## src/hw/rtl/dpar_pkg.sv

```systemverilog
// Shared types and constants for the direction pad auto-repeat block.
package dpar_pkg;

	// Field widths
	localparam int unsigned DIR_W   = 4;
	localparam int unsigned STAMP_W = 32;
	localparam int unsigned REG_W   = 24;
	localparam int unsigned FIRE_W  = 3;
	localparam int unsigned IDX_W   = 3;
	localparam int unsigned IN_TDATA_W  = 40;
	localparam int unsigned OUT_TDATA_W = 8;

	// Direction bit positions in held_dirs and pressed_dirs
	localparam int unsigned DIR_UP_BIT    = 0;
	localparam int unsigned DIR_DOWN_BIT  = 1;
	localparam int unsigned DIR_LEFT_BIT  = 2;
	localparam int unsigned DIR_RIGHT_BIT = 3;

	// Fired direction codes
	localparam logic [FIRE_W-1:0] FIRE_NONE  = 3'd0;
	localparam logic [FIRE_W-1:0] FIRE_DOWN  = 3'd1;
	localparam logic [FIRE_W-1:0] FIRE_UP    = 3'd2;
	localparam logic [FIRE_W-1:0] FIRE_RIGHT = 3'd3;
	localparam logic [FIRE_W-1:0] FIRE_LEFT  = 3'd4;

	// Configuration register indexes
	localparam logic [IDX_W-1:0] REG_INITIAL_DELAY = 3'd0;
	localparam logic [IDX_W-1:0] REG_BASE_PERIOD   = 3'd1;
	localparam logic [IDX_W-1:0] REG_FAST_THR_ONE  = 3'd2;
	localparam logic [IDX_W-1:0] REG_FAST_THR_TWO  = 3'd3;
	localparam logic [IDX_W-1:0] REG_MIDDLE_PERIOD = 3'd4;
	localparam logic [IDX_W-1:0] REG_MINIMUM_PERIOD = 3'd5;

	// Register reset values, microseconds
	localparam logic [REG_W-1:0] RST_INITIAL_DELAY  = 24'd267000;
	localparam logic [REG_W-1:0] RST_BASE_PERIOD    = 24'd100000;
	localparam logic [REG_W-1:0] RST_FAST_THR_ONE   = 24'd600000;
	localparam logic [REG_W-1:0] RST_FAST_THR_TWO   = 24'd1600000;
	localparam logic [REG_W-1:0] RST_MIDDLE_PERIOD  = 24'd66700;
	localparam logic [REG_W-1:0] RST_MINIMUM_PERIOD = 24'd33300;

	// One frame sample as packed in the input tdata
	typedef struct packed {
		logic [STAMP_W-1:0] timestamp;
		logic [DIR_W-1:0]   pressed_dirs;
		logic [DIR_W-1:0]   held_dirs;
	} sample_t;

	// Priority pick: down, up, right, left
	function automatic logic [FIRE_W-1:0] pick_code(input logic [DIR_W-1:0] dirs);
		logic [FIRE_W-1:0] code;
		code = FIRE_NONE;
		if (dirs[DIR_DOWN_BIT])
			code = FIRE_DOWN;
		else if (dirs[DIR_UP_BIT])
			code = FIRE_UP;
		else if (dirs[DIR_RIGHT_BIT])
			code = FIRE_RIGHT;
		else if (dirs[DIR_LEFT_BIT])
			code = FIRE_LEFT;
		return code;
	endfunction

endpackage

```

## src/hw/rtl/dpad_auto_repeat_accelerating.sv

```systemverilog
// Direction pad auto-repeat with two-step acceleration: top level.
//
// Usage: one frame sample per transfer on the s_axis side (held directions,
// newly pressed directions, microsecond timestamp); one fired direction per
// sample on the m_axis side (0 none, 1 down, 2 up, 3 right, 4 left). Six
// 24-bit timing registers are written through cfg_we / cfg_addr / cfg_wdata;
// the user must write them only while no sample is in flight (unchecked).
// Path: an accepted sample moves from the input register to the result
// register once that register is empty or its result is being taken.
// Throughput: one sample per cycle unless the receiver stalls;
// the repeat state is updated in the single cycle in which a sample moves
// from the input register to the result register.
// Stall: when the receiver holds m_tready low the result register holds,
// the input register takes one more sample, and s_tready then drops until
// the result is taken.
// Reset: arst_n clears both valid flags and the repeat state (no stamp seen,
// zero hold time and countdown, nothing held) and loads the timing register
// defaults.
module dpad_auto_repeat_accelerating (
	input  logic                          clk,
	input  logic                          arst_n,
	// Configuration write port
	input  logic                          cfg_we,
	input  logic [dpar_pkg::IDX_W-1:0]    cfg_addr,
	input  logic [dpar_pkg::REG_W-1:0]    cfg_wdata,
	// Sample input
	input  logic                          s_tvalid,
	output logic                          s_tready,
	// tdata: held_dirs [3:0], pressed_dirs [7:4], timestamp [39:8]
	input  logic [dpar_pkg::IN_TDATA_W-1:0]  s_tdata,
	// Result output
	output logic                          m_tvalid,
	input  logic                          m_tready,
	// tdata: fired_dir [2:0], zero fill [7:3]
	output logic [dpar_pkg::OUT_TDATA_W-1:0] m_tdata
);
	import dpar_pkg::*;

	localparam logic [STAMP_W-1:0] STAMP_MAX = '1;

	// Timing registers
	logic [REG_W-1:0] initial_delay_q;
	logic [REG_W-1:0] base_period_q;
	logic [REG_W-1:0] fast_thr_one_q;
	logic [REG_W-1:0] fast_thr_two_q;
	logic [REG_W-1:0] middle_period_q;
	logic [REG_W-1:0] minimum_period_q;

	// Repeat state
	logic [STAMP_W-1:0] last_stamp_q;
	logic [STAMP_W-1:0] hold_q;
	logic [REG_W-1:0]   countdown_q;
	logic [DIR_W-1:0]   prev_dirs_q;

	// Input register and result register
	logic               valid_s1;
	sample_t            sample_s1;
	logic               out_valid_q;
	logic [FIRE_W-1:0]  fired_q;

	logic s_xfer;
	logic advance;

	// Next-state values
	logic [STAMP_W-1:0] dt;
	logic [STAMP_W:0]   hold_sum;
	logic [STAMP_W-1:0] hold_sat;
	logic [REG_W:0]     limit_one;
	logic [REG_W:0]     limit_two;
	logic [REG_W-1:0]   period;
	logic               expired;
	logic               fire;
	logic [DIR_W-1:0]   fire_dirs;
	logic [STAMP_W-1:0] hold_nx;
	logic [REG_W-1:0]   countdown_nx;

	assign advance  = valid_s1 && (!out_valid_q || m_tready);
	assign s_tready = !valid_s1 || advance;
	assign s_xfer   = s_tvalid && s_tready;
	assign m_tvalid = out_valid_q;
	assign m_tdata  = {{(OUT_TDATA_W-FIRE_W){1'b0}}, fired_q};

	// Write timing registers
	always_ff @(posedge clk or negedge arst_n) begin
		if (!arst_n) begin
			initial_delay_q  <= RST_INITIAL_DELAY;
			base_period_q    <= RST_BASE_PERIOD;
			fast_thr_one_q   <= RST_FAST_THR_ONE;
			fast_thr_two_q   <= RST_FAST_THR_TWO;
			middle_period_q  <= RST_MIDDLE_PERIOD;
			minimum_period_q <= RST_MINIMUM_PERIOD;
		end else if (cfg_we) begin
			case (cfg_addr)
				REG_INITIAL_DELAY:  initial_delay_q  <= cfg_wdata;
				REG_BASE_PERIOD:    base_period_q    <= cfg_wdata;
				REG_FAST_THR_ONE:   fast_thr_one_q   <= cfg_wdata;
				REG_FAST_THR_TWO:   fast_thr_two_q   <= cfg_wdata;
				REG_MIDDLE_PERIOD:  middle_period_q  <= cfg_wdata;
				REG_MINIMUM_PERIOD: minimum_period_q <= cfg_wdata;
				default: ;
			endcase
		end
	end

	// Hold the sample in the input register
	always_ff @(posedge clk or negedge arst_n) begin
		if (!arst_n) begin
			valid_s1 <= 1'b0;
		end else if (s_tready) begin
			valid_s1 <= s_tvalid;
		end
	end

	always_ff @(posedge clk) begin
		if (s_xfer) begin
			sample_s1 <= sample_t'(s_tdata);
		end
	end

	// Compare hold time against delay plus threshold, no subtract needed
	assign limit_one = {1'b0, initial_delay_q} + {1'b0, fast_thr_one_q};
	assign limit_two = {1'b0, initial_delay_q} + {1'b0, fast_thr_two_q};

	// Elapsed time, saturating hold, countdown expiry, period pick and fire decision
	always_comb begin
		dt       = (last_stamp_q != '0) ? sample_s1.timestamp - last_stamp_q : '0;
		hold_sum = {1'b0, hold_q} + {1'b0, dt};
		hold_sat = hold_sum[STAMP_W] ? STAMP_MAX : hold_sum[STAMP_W-1:0];
		expired  = dt >= {{(STAMP_W-REG_W){1'b0}}, countdown_q};
		if (hold_sat > {{(STAMP_W-REG_W-1){1'b0}}, limit_two})
			period = minimum_period_q;
		else if (hold_sat > {{(STAMP_W-REG_W-1){1'b0}}, limit_one})
			period = middle_period_q;
		else
			period = base_period_q;

		fire         = 1'b0;
		fire_dirs    = sample_s1.held_dirs;
		hold_nx      = hold_q;
		countdown_nx = countdown_q;
		if (sample_s1.pressed_dirs != '0) begin
			fire         = 1'b1;
			fire_dirs    = sample_s1.pressed_dirs;
			hold_nx      = '0;
			countdown_nx = initial_delay_q;
		end else if (sample_s1.held_dirs != prev_dirs_q) begin
			fire         = sample_s1.held_dirs != '0;
			hold_nx      = '0;
			countdown_nx = initial_delay_q;
		end else if (sample_s1.held_dirs != '0) begin
			hold_nx = hold_sat;
			if (expired) begin
				fire         = 1'b1;
				countdown_nx = period;
			end else begin
				countdown_nx = countdown_q - dt[REG_W-1:0];
			end
		end
	end

	// Advance the repeat state as the sample leaves the input register
	always_ff @(posedge clk or negedge arst_n) begin
		if (!arst_n) begin
			last_stamp_q <= '0;
			hold_q       <= '0;
			countdown_q  <= '0;
			prev_dirs_q  <= '0;
		end else if (advance) begin
			last_stamp_q <= (sample_s1.timestamp != '0) ? sample_s1.timestamp
				: {{(STAMP_W-1){1'b0}}, 1'b1};
			hold_q       <= hold_nx;
			countdown_q  <= countdown_nx;
			prev_dirs_q  <= sample_s1.held_dirs;
		end
	end

	// Result register
	always_ff @(posedge clk or negedge arst_n) begin
		if (!arst_n) begin
			out_valid_q <= 1'b0;
		end else if (advance) begin
			out_valid_q <= 1'b1;
		end else if (m_tready) begin
			out_valid_q <= 1'b0;
		end
	end

	always_ff @(posedge clk) begin
		if (advance) begin
			fired_q <= fire ? pick_code(fire_dirs) : FIRE_NONE;
		end
	end

	// A fresh press always fires and clears the hold time
	a_press_fires: assert property (@(posedge clk) disable iff (!arst_n)
		advance && sample_s1.pressed_dirs != '0
		|=> out_valid_q && fired_q != FIRE_NONE && hold_q == '0)
		else $error("fresh press did not fire or clear hold time");

	// Once a sample has passed, the stored stamp reads as a valid reading
	a_stamp_nonzero: assert property (@(posedge clk) disable iff (!arst_n)
		advance |=> last_stamp_q != '0)
		else $error("stored stamp is zero after a sample");

	// Input side stalls only with a sample waiting on a full result register
	a_stall_cause: assert property (@(posedge clk) disable iff (!arst_n)
		!s_tready |-> valid_s1 && out_valid_q && !m_tready)
		else $error("input stalled without cause");

	// Fired code stays in its range
	a_fired_range: assert property (@(posedge clk) disable iff (!arst_n)
		out_valid_q |-> fired_q <= FIRE_LEFT)
		else $error("fired direction out of range");

	// A changed held set always re-arms the countdown to the initial delay
	a_change_rearms: assert property (@(posedge clk) disable iff (!arst_n)
		advance && sample_s1.held_dirs != prev_dirs_q
		|=> countdown_q == $past(initial_delay_q))
		else $error("held set change did not re-arm countdown");

endmodule

```

## config.mk

```make
export PLATFORM = sky130hd
export DESIGN_NAME = dpad_auto_repeat_accelerating
export DESIGN_NICKNAME = d
export VERILOG_FILES = /design/src/hw/rtl/dpar_pkg.sv /design/src/hw/rtl/dpad_auto_repeat_accelerating.sv
export SDC_FILE = /design/constraint.sdc
export NUM_CORES = 1
export LEC_CHECK = 0
export BUFFER_PORTS_ARGS = -buffer_cell sky130_fd_sc_hd__buf_2
export CORE_MARGIN = 2
export CORE_UTILIZATION = 68
export DETAILED_ROUTE_END_ITERATION = 12
export PLACE_DENSITY = 0.87
export SYNTH_ARGS = -nofsm -noshare
export SYNTH_HDL_FRONTEND = slang
export SYNTH_SLANG_ARGS = --single-unit
```

## constraint.sdc

```tcl
create_clock -name clk -period 17.74 [get_ports clk]
set_input_delay 3.548 -clock clk [delete_from_list [all_inputs] [get_ports clk]]
set_output_delay 3.548 -clock clk [all_outputs]
set_load 0.02 [all_outputs]
```

* Yosys cells after proc, flatten, opt, wreduce, memory -nomap -nowiden
Cells that the tools add are included.
** Cells by class
- Equality and inequality tests :: 6
- Mux-type cells :: 23
- Reduce and logical (&&, ||, !) cells :: 22
- Multiply operators :: 0
- Shift operators :: 0
- Div/mod/pow operators :: 0
- Bitwise gates (word level) :: 1
- Add/sub/neg operators :: 5
- Order comparisons :: 3
** Operator list (count)
- $mux W32 :: 6
- $mux W24 :: 6
- $gt A32 B25 Y1 :: 2
- $reduce_bool A32 Y1 :: 2
- $add A24 B24 Y25 :: 2
- $add A32 B32 Y33 :: 1
- $ge A32 B24 Y1 :: 1
- $sub A32 B32 Y32 :: 1
- $sub A24 B24 Y24 :: 1
- $reduce_and A2 Y1 :: 7
- $reduce_bool A4 Y1 :: 2
- $mux W1 :: 7
- $eq A3 B2 Y1 const B :: 2
- $eq A3 B3 Y1 const B :: 2
- $mux W2 :: 2
- $mux W4 :: 1
- $ne A4 B4 Y1 :: 1
- $reduce_or A4 Y1 :: 1
- $eq A3 B1 Y1 const B :: 1
- $logic_not A3 Y1 :: 1
- $mux W3 :: 1
- $reduce_bool A3 Y1 :: 1
- $logic_and A1 B1 Y1 :: 2
- $logic_not A1 Y1 :: 2
- 4 further kinds :: 5
** Word-level totals
- Memory bits (writable) :: 0
- Bits in registers :: 281
- Output and inout bits :: 10
- Bits in read-only memories :: 0
- Latch bits :: 0
- Memories :: 0
- Bits of input ports :: 72
- Word-level logic and storage cells :: 78

* Logic depth before layout (Yosys ltp)
- Depth in word-level cells :: 11
- Depth in mapped cells :: 41
- Depth with buffers taken out :: 37

* Worst setup path before layout
OpenSTA, ideal clock, no wires.
- Kind :: reg-to-reg
- From :: register sample_s1[9] (netlist name)
- To :: register countdown_q[12]
- Setup time :: 0.136 ns
- Arrival :: 7.306 ns
- Period minus slack after synthesis :: 7.441 ns
- Buffers on the path :: 6
- Cell stages (with the launch flop) :: 39
- Setup slack :: 10.299 ns
- Required time :: 17.604 ns
- Cell sequence :: edfxtp_1 ha_1 nor2b_1 o31a_1 o41ai_4 o21ai_0 a21o_1 a21oi_1 o21ai_0 a21oi_1 nor2_1 nor2_1 xnor2_1 and2_1 ha_1 clkbuf_1 a21oi_1 o31a_1 [3 not listed] clkbuf_1 inv_1 clkbuf_1 clkbuf_1 nand2_1 ha_1 a21o_1 a221o_1 a21oi_1 o211ai_1 a22oi_2 or4b_1 buf_2 buf_6 o22ai_1 o31ai_1 o221ai_1 o211ai_1
** Between the ends
- Word-level cells in the longest chain between the ends :: 11
- Elaborated cells on any way between the ends :: 14
- Classes of those cells :: add/sub (3); order compare (3); mux (8)
** RTL lines
- start: declaration :: line dpad_auto_repeat_accelerating.sv:57 : sample_t sample_s1;
- start signal: assignment :: line dpad_auto_repeat_accelerating.sv:116 : sample_s1 <= sample_t'(s_tdata);
- $sub A32 B32 Y32 * :: line dpad_auto_repeat_accelerating.sv:126 : dt = (last_stamp_q != '0) ? sample_s1.timestamp - last_stamp_q : '0;
- $mux W32 * :: line dpad_auto_repeat_accelerating.sv:126
- $add A32 B32 Y33 :: line dpad_auto_repeat_accelerating.sv:127 : hold_sum = {1'b0, hold_q} + {1'b0, dt};
- $mux W32 :: line dpad_auto_repeat_accelerating.sv:128 : hold_sat = hold_sum[STAMP_W] ? STAMP_MAX : hold_sum[STAMP_W-1:0];
- $gt A32 B25 Y1 :: line dpad_auto_repeat_accelerating.sv:132 : else if (hold_sat > {{(STAMP_W-REG_W-1){1'b0}}, limit_one})
- $mux W24 :: line dpad_auto_repeat_accelerating.sv:132
- $mux W24 :: line dpad_auto_repeat_accelerating.sv:130 : if (hold_sat > {{(STAMP_W-REG_W-1){1'b0}}, limit_two})
- $mux W24 * :: line dpad_auto_repeat_accelerating.sv:152 : if (expired) begin
- $mux W24 * :: line dpad_auto_repeat_accelerating.sv:150 : end else if (sample_s1.held_dirs != '0) begin
- $mux W24 * :: line dpad_auto_repeat_accelerating.sv:146 : end else if (sample_s1.held_dirs != prev_dirs_q) begin
- $mux W24 * :: line dpad_auto_repeat_accelerating.sv:141 : if (sample_s1.pressed_dirs != '0) begin
- end signal: assignment :: line dpad_auto_repeat_accelerating.sv:172 : countdown_q <= countdown_nx;
- end: declaration :: line dpad_auto_repeat_accelerating.sv:52 : logic [REG_W-1:0] countdown_q;
Every way passes the cells marked *; elsewhere a longest branch is shown, timed or not. The select of a mux whose other input is x is not followed.
A chain may end at the register's enable or synchronous reset.

* Worst setup path after layout
- From :: register last_stamp_q[1]
- To :: register countdown_q[12]
** Between the ends
- Word-level cells in the longest chain between the ends :: 11
- Elaborated cells on any way between the ends :: 15
- Classes of those cells :: add/sub (3); order compare (3); mux (8); reduce/logical (1)
** RTL lines
- start: declaration :: line dpad_auto_repeat_accelerating.sv:50 : logic [STAMP_W-1:0] last_stamp_q;
- start signal: assignment :: line dpad_auto_repeat_accelerating.sv:169 : last_stamp_q <= (sample_s1.timestamp != '0) ? sample_s1.timestamp
- $sub A32 B32 Y32 / $reduce_bool A32 Y1 (equally long branches) :: line dpad_auto_repeat_accelerating.sv:126
- $mux W32 * :: line dpad_auto_repeat_accelerating.sv:126
- $add A32 B32 Y33 :: line dpad_auto_repeat_accelerating.sv:127
- $mux W32 :: line dpad_auto_repeat_accelerating.sv:128
- $gt A32 B25 Y1 :: line dpad_auto_repeat_accelerating.sv:132
- $mux W24 :: line dpad_auto_repeat_accelerating.sv:132
- $mux W24 :: line dpad_auto_repeat_accelerating.sv:130
- $mux W24 * :: line dpad_auto_repeat_accelerating.sv:152
- $mux W24 * :: line dpad_auto_repeat_accelerating.sv:150
- $mux W24 * :: line dpad_auto_repeat_accelerating.sv:146
- $mux W24 * :: line dpad_auto_repeat_accelerating.sv:141
Marked as above.

==> metrics.log <==
INFO  metric synth_seq_cells = roughly 280
INFO  metric synth.cell_area = between 0.015 and 0.02 mm²
INFO  metric finalHoldViolations = 0
INFO  metric num_rows = between 60 and 70
INFO  metric largest_fanout_of_any_net_on_the_critical_path = 25
INFO  metric detailroute.via_count = around 17k
INFO  metric ffs_w_async_s_r_synth = between 80% and 90%
INFO  metric numCtsBuffers = 31
INFO  metric power.internal = ~1.8 mW
INFO  metric slowest_stage = sky130_fd_sc_hd__or4b_1
INFO  metric wirelength = ~55 mm
INFO  metric avgViaCountPerCell = ~6.6
INFO  metric rsz0062_at_grt = no
INFO  metric setup.worst_path.class = reg -> reg
INFO  metric residual_drc_count = 0
INFO  metric fmax = roughly 99 MHz
INFO  metric grt_start_max_net_pins = 116
INFO  metric slew_headroom = roughly 18%
INFO  metric worst_hold_path_type = reg -> reg
INFO  metric maximum_capacitance_violations = 0
INFO  metric arrival = 10.61 ns
INFO  metric rr_worst_depth = 34
INFO  metric cts_tree = done
INFO  metric die_width = approximately 170 µm
INFO  metric first_iter_violations = 1441
INFO  metric reg2reg_from = last_stamp_q[1]
INFO  metric proportion_of_synthesized_chip_area_in_sequential_cells = between 30% and 40%
INFO  metric cts_post_setup_buffers_inserted = 0
INFO  metric net_switching_component_of_the_power = about 1.4 mW
INFO  metric power.share.sequential = a little over a quarter
INFO  metric grt_overall_usage = between 30% and 40%
INFO  metric power_frac_clock = a little over a fifth
INFO  metric grt_antenna_before_repair = 0
INFO  metric i_o_buffers = 76
INFO  metric setup_violations = 0
INFO  metric peakVddDrop = between 100 and 150 µV
INFO  metric synthDominantAreaCellType = sky130_fd_sc_hd__dfrtp_1
INFO  metric nNetsFinal = between 2k and 2.5k
INFO  metric die_h = roughly 170 µm
INFO  metric synth_top_area_share = about a quarter
INFO  metric initial_utilization = ~69%
INFO  metric ys_warn_count = 0
INFO  metric first_pass_detailed_route_iteration_total = 7
INFO  metric finClkSkew = about 0.028 ns
INFO  metric yosysUniqueCellTypes = 83
INFO  metric yosys.cell_count.top_type = sky130_fd_sc_hd__ha_1
INFO  metric cts.root.buffer_cell = sky130_fd_sc_hd__clkbuf_16
INFO  metric area.growth.synth_to_final = 9.204%
INFO  metric kind_of_launch_point_of_the_worst_setup_path = flop
INFO  metric cellPowerDensity = 149.4 mW/mm²
INFO  metric tightest_pin_transition = 1.220 ns
INFO  metric comb_power_share = between 50 and 60%
INFO  metric grt_overflow = 0
INFO  metric cts_max_path_buffers = 3
INFO  metric synth_commonest_cells = sky130_fd_sc_hd__ha_1, sky130_fd_sc_hd__dfrtp_1, sky130_fd_sc_hd__nand2_1, sky130_fd_sc_hd__mux2_2, sky130_fd_sc_hd__a21oi_1
INFO  metric layout-drive-gt1-share = roughly 17%
INFO  metric dieArea = 0.03034 mm²
INFO  metric io-pin-count = 82
INFO  metric syn_inst = 2039
INFO  metric reg2reg_setup_slack = roughly 7.6 ns
INFO  metric postSynthAreaPerCell = roughly 9.7 µm²
INFO  metric power_leakage = 9.885 nW
INFO  metric outcome = finished, final reports clean
INFO  metric core-area = 0.02863 mm²
INFO  metric post_cts.resized_instances = 0
INFO  metric final_period_minus_worst_setup_slack = slightly above 10 ns
INFO  metric crit_path_end = countdown_q[12]
INFO  metric crit-reg2reg-capture = countdown_q[12]
INFO  metric synth_flop_cell = sky130_fd_sc_hd__dfrtp_1
INFO  metric crit_path_max_incr_delay = approximately 0.94 ns
INFO  metric grt_pass1_wl = between 80 and 90 mm
INFO  metric htreeDepth = 1
INFO  metric clock-sinks = about 280
INFO  metric drv_slew = 0
INFO  metric ys_top_cells_by_area = sky130_fd_sc_hd__dfrtp_1, sky130_fd_sc_hd__ha_1, sky130_fd_sc_hd__mux2_2
INFO  metric final_util = 75.15%
INFO  metric grt_pass1_vias = around 17k
INFO  metric post_drt_wl_per_cell = ~22 µm
INFO  metric type_of_destination_of_the_critical_path = flop
INFO  metric worst_path_most_repeated_cell = sky130_fd_sc_hd__o21ai_0
INFO  metric post_detailed_route_count_of_antenna_violating_nets = 0
INFO  metric postCtsHoldBufs = 0
INFO  metric detailedPlacementHpwl = between 40 and 50 mm
INFO  metric worst_setup_hold_path_clk_slew = 0.07 ns
INFO  metric totalNegativeSetupSlack = 0 ns
INFO  metric cp.required = roughly 18 ns
INFO  metric clkLatencyLatePin = between 0.5 and 0.6 ns
INFO  metric fillCellCount = roughly 2.0k
INFO  metric p_sw_share = 42.54%
INFO  metric layout_worst_path_cycle_share = a little under three fifths
INFO  metric antenna-diode-count = 0
INFO  metric routabilityCongestion = a little over 0.9
INFO  metric critical_path.startpoint = last_stamp_q[1]
INFO  metric post_synth_edffs = 43
[cells in the final DEF, fill, tap and decap left out, types with 42 or more instances in the layout]
master                     Yosys  routed
sky130_fd_sc_hd__ha_1        208     208
sky130_fd_sc_hd__dfrtp_1     201     201
sky130_fd_sc_hd__nand2_1     163     163
sky130_fd_sc_hd__mux2_2      142     142
sky130_fd_sc_hd__a21oi_1     135     135
sky130_fd_sc_hd__o21ai_0     127     127
sky130_fd_sc_hd__inv_1       127     126
sky130_fd_sc_hd__nor2_1      120     119
sky130_fd_sc_hd__buf_2         4      75
sky130_fd_sc_hd__xnor2_1      70      70
sky130_fd_sc_hd__a21o_1       64      64
sky130_fd_sc_hd__edfxtp_1     43      43
sky130_fd_sc_hd__xor2_1       42      42
[through the flow]
step                area (µm²)  cells  power [mW]  hold WS (ns)  setup slack [ns]
detailed placement       20460   2451       2.490        0.4724             8.109
global route             21510   2509       3.418        0.5075             6.891
global placement         20460   2451       2.436        0.4595             8.304
finish                   21510   2509       3.213        0.4868             7.609
floorplan                19710   2043       2.056        0.4453             10.30
CTS                      21510   2509       3.179        0.4877             8.018
[cell type report]
cell class	instances	area, µm²	area share, %
clock buffers	39	835.8	3.886
clock inverters	19	216.5	1.006
inverters	127	476.7	2.216
multi-input cells	1567	11700	54.38
flip-flops and latches	281	7293	33.91
well taps	384	480.5	2.234
repair buffers	92	510.5	2.373
[per-layer routing]
layer  share of wire, %  up-vias  global-route usage, %
met5                  0        -                      0
met4                4.8        0                  16.53
met2                 48      713                  62.10
met1                 41     8010                  46.67
met3                6.4      179                  4.418
li1                   -     7598                      -
[worst min path at each step]
stage | startpoint | endpoint | slack (ns) | depth (start not counted)
floorplan | hold_q[26] | hold_q[26] | 0.45 | 2
global placement | hold_q[29] | hold_q[29] | 0.46 | 2
detailed placement | hold_q[29] | hold_q[29] | 0.47 | 2
CTS | hold_q[29] | hold_q[29] | 0.49 | 2
global route | hold_q[30] | hold_q[30] | 0.51 | 1
finish | hold_q[29] | hold_q[29] | 0.49 | 2
[registers in the layout (all words and copies together) (netlist names), 24 cells and up]
signal	flops
sample_s1	40
hold_q	32
last_stamp_q	32
base_period_q	24
countdown_q	24
fast_thr_one_q	24
fast_thr_two_q	24
initial_delay_q	24
middle_period_q	24
minimum_period_q	24
[critical path: cells and delay by family (launching register included)]
kind | cells | cell delay [ns]
compound gates | 19 | 4.96
xor+xnor | 1 | 0.14
fa+ha+maj | 3 | 0.93
buf+inv | 4 | 1.30
flops | 1 | 0.39
simple gates | 7 | 2.28
[cells by family after synthesis]
| kind of cell | count (synthesis) | synth area share (%) |
|---|---|---|
| AO/OA/AOI/OAI | 587 | 19.63 |
| AND/OR/NAND/NOR | 505 | 12.37 |
| flip-flops | 281 | 37.03 |
| adder cells (fa/ha/maj) | 213 | 13.72 |
| buffers and inverters | 195 | 3.951 |
| multiplexers | 145 | 8.296 |
| XOR/XNOR | 112 | 4.980 |
| other | 1 | 0.01904 |
[power groups by stage]
stage | Clock (mW) | Sequential, mW | Combinational (mW)
4_1_cts | 0.673 | 0.863 | 1.64
2_1_floorplan | 0 | 0.838 | 1.22
5_1_grt | 0.700 | 0.876 | 1.84
6_report | 0.669 | 0.866 | 1.68
3_3_place_gp | 0 | 0.867 | 1.57
3_5_place_dp | 0 | 0.873 | 1.62
Power figures use the tool's default switching activity.
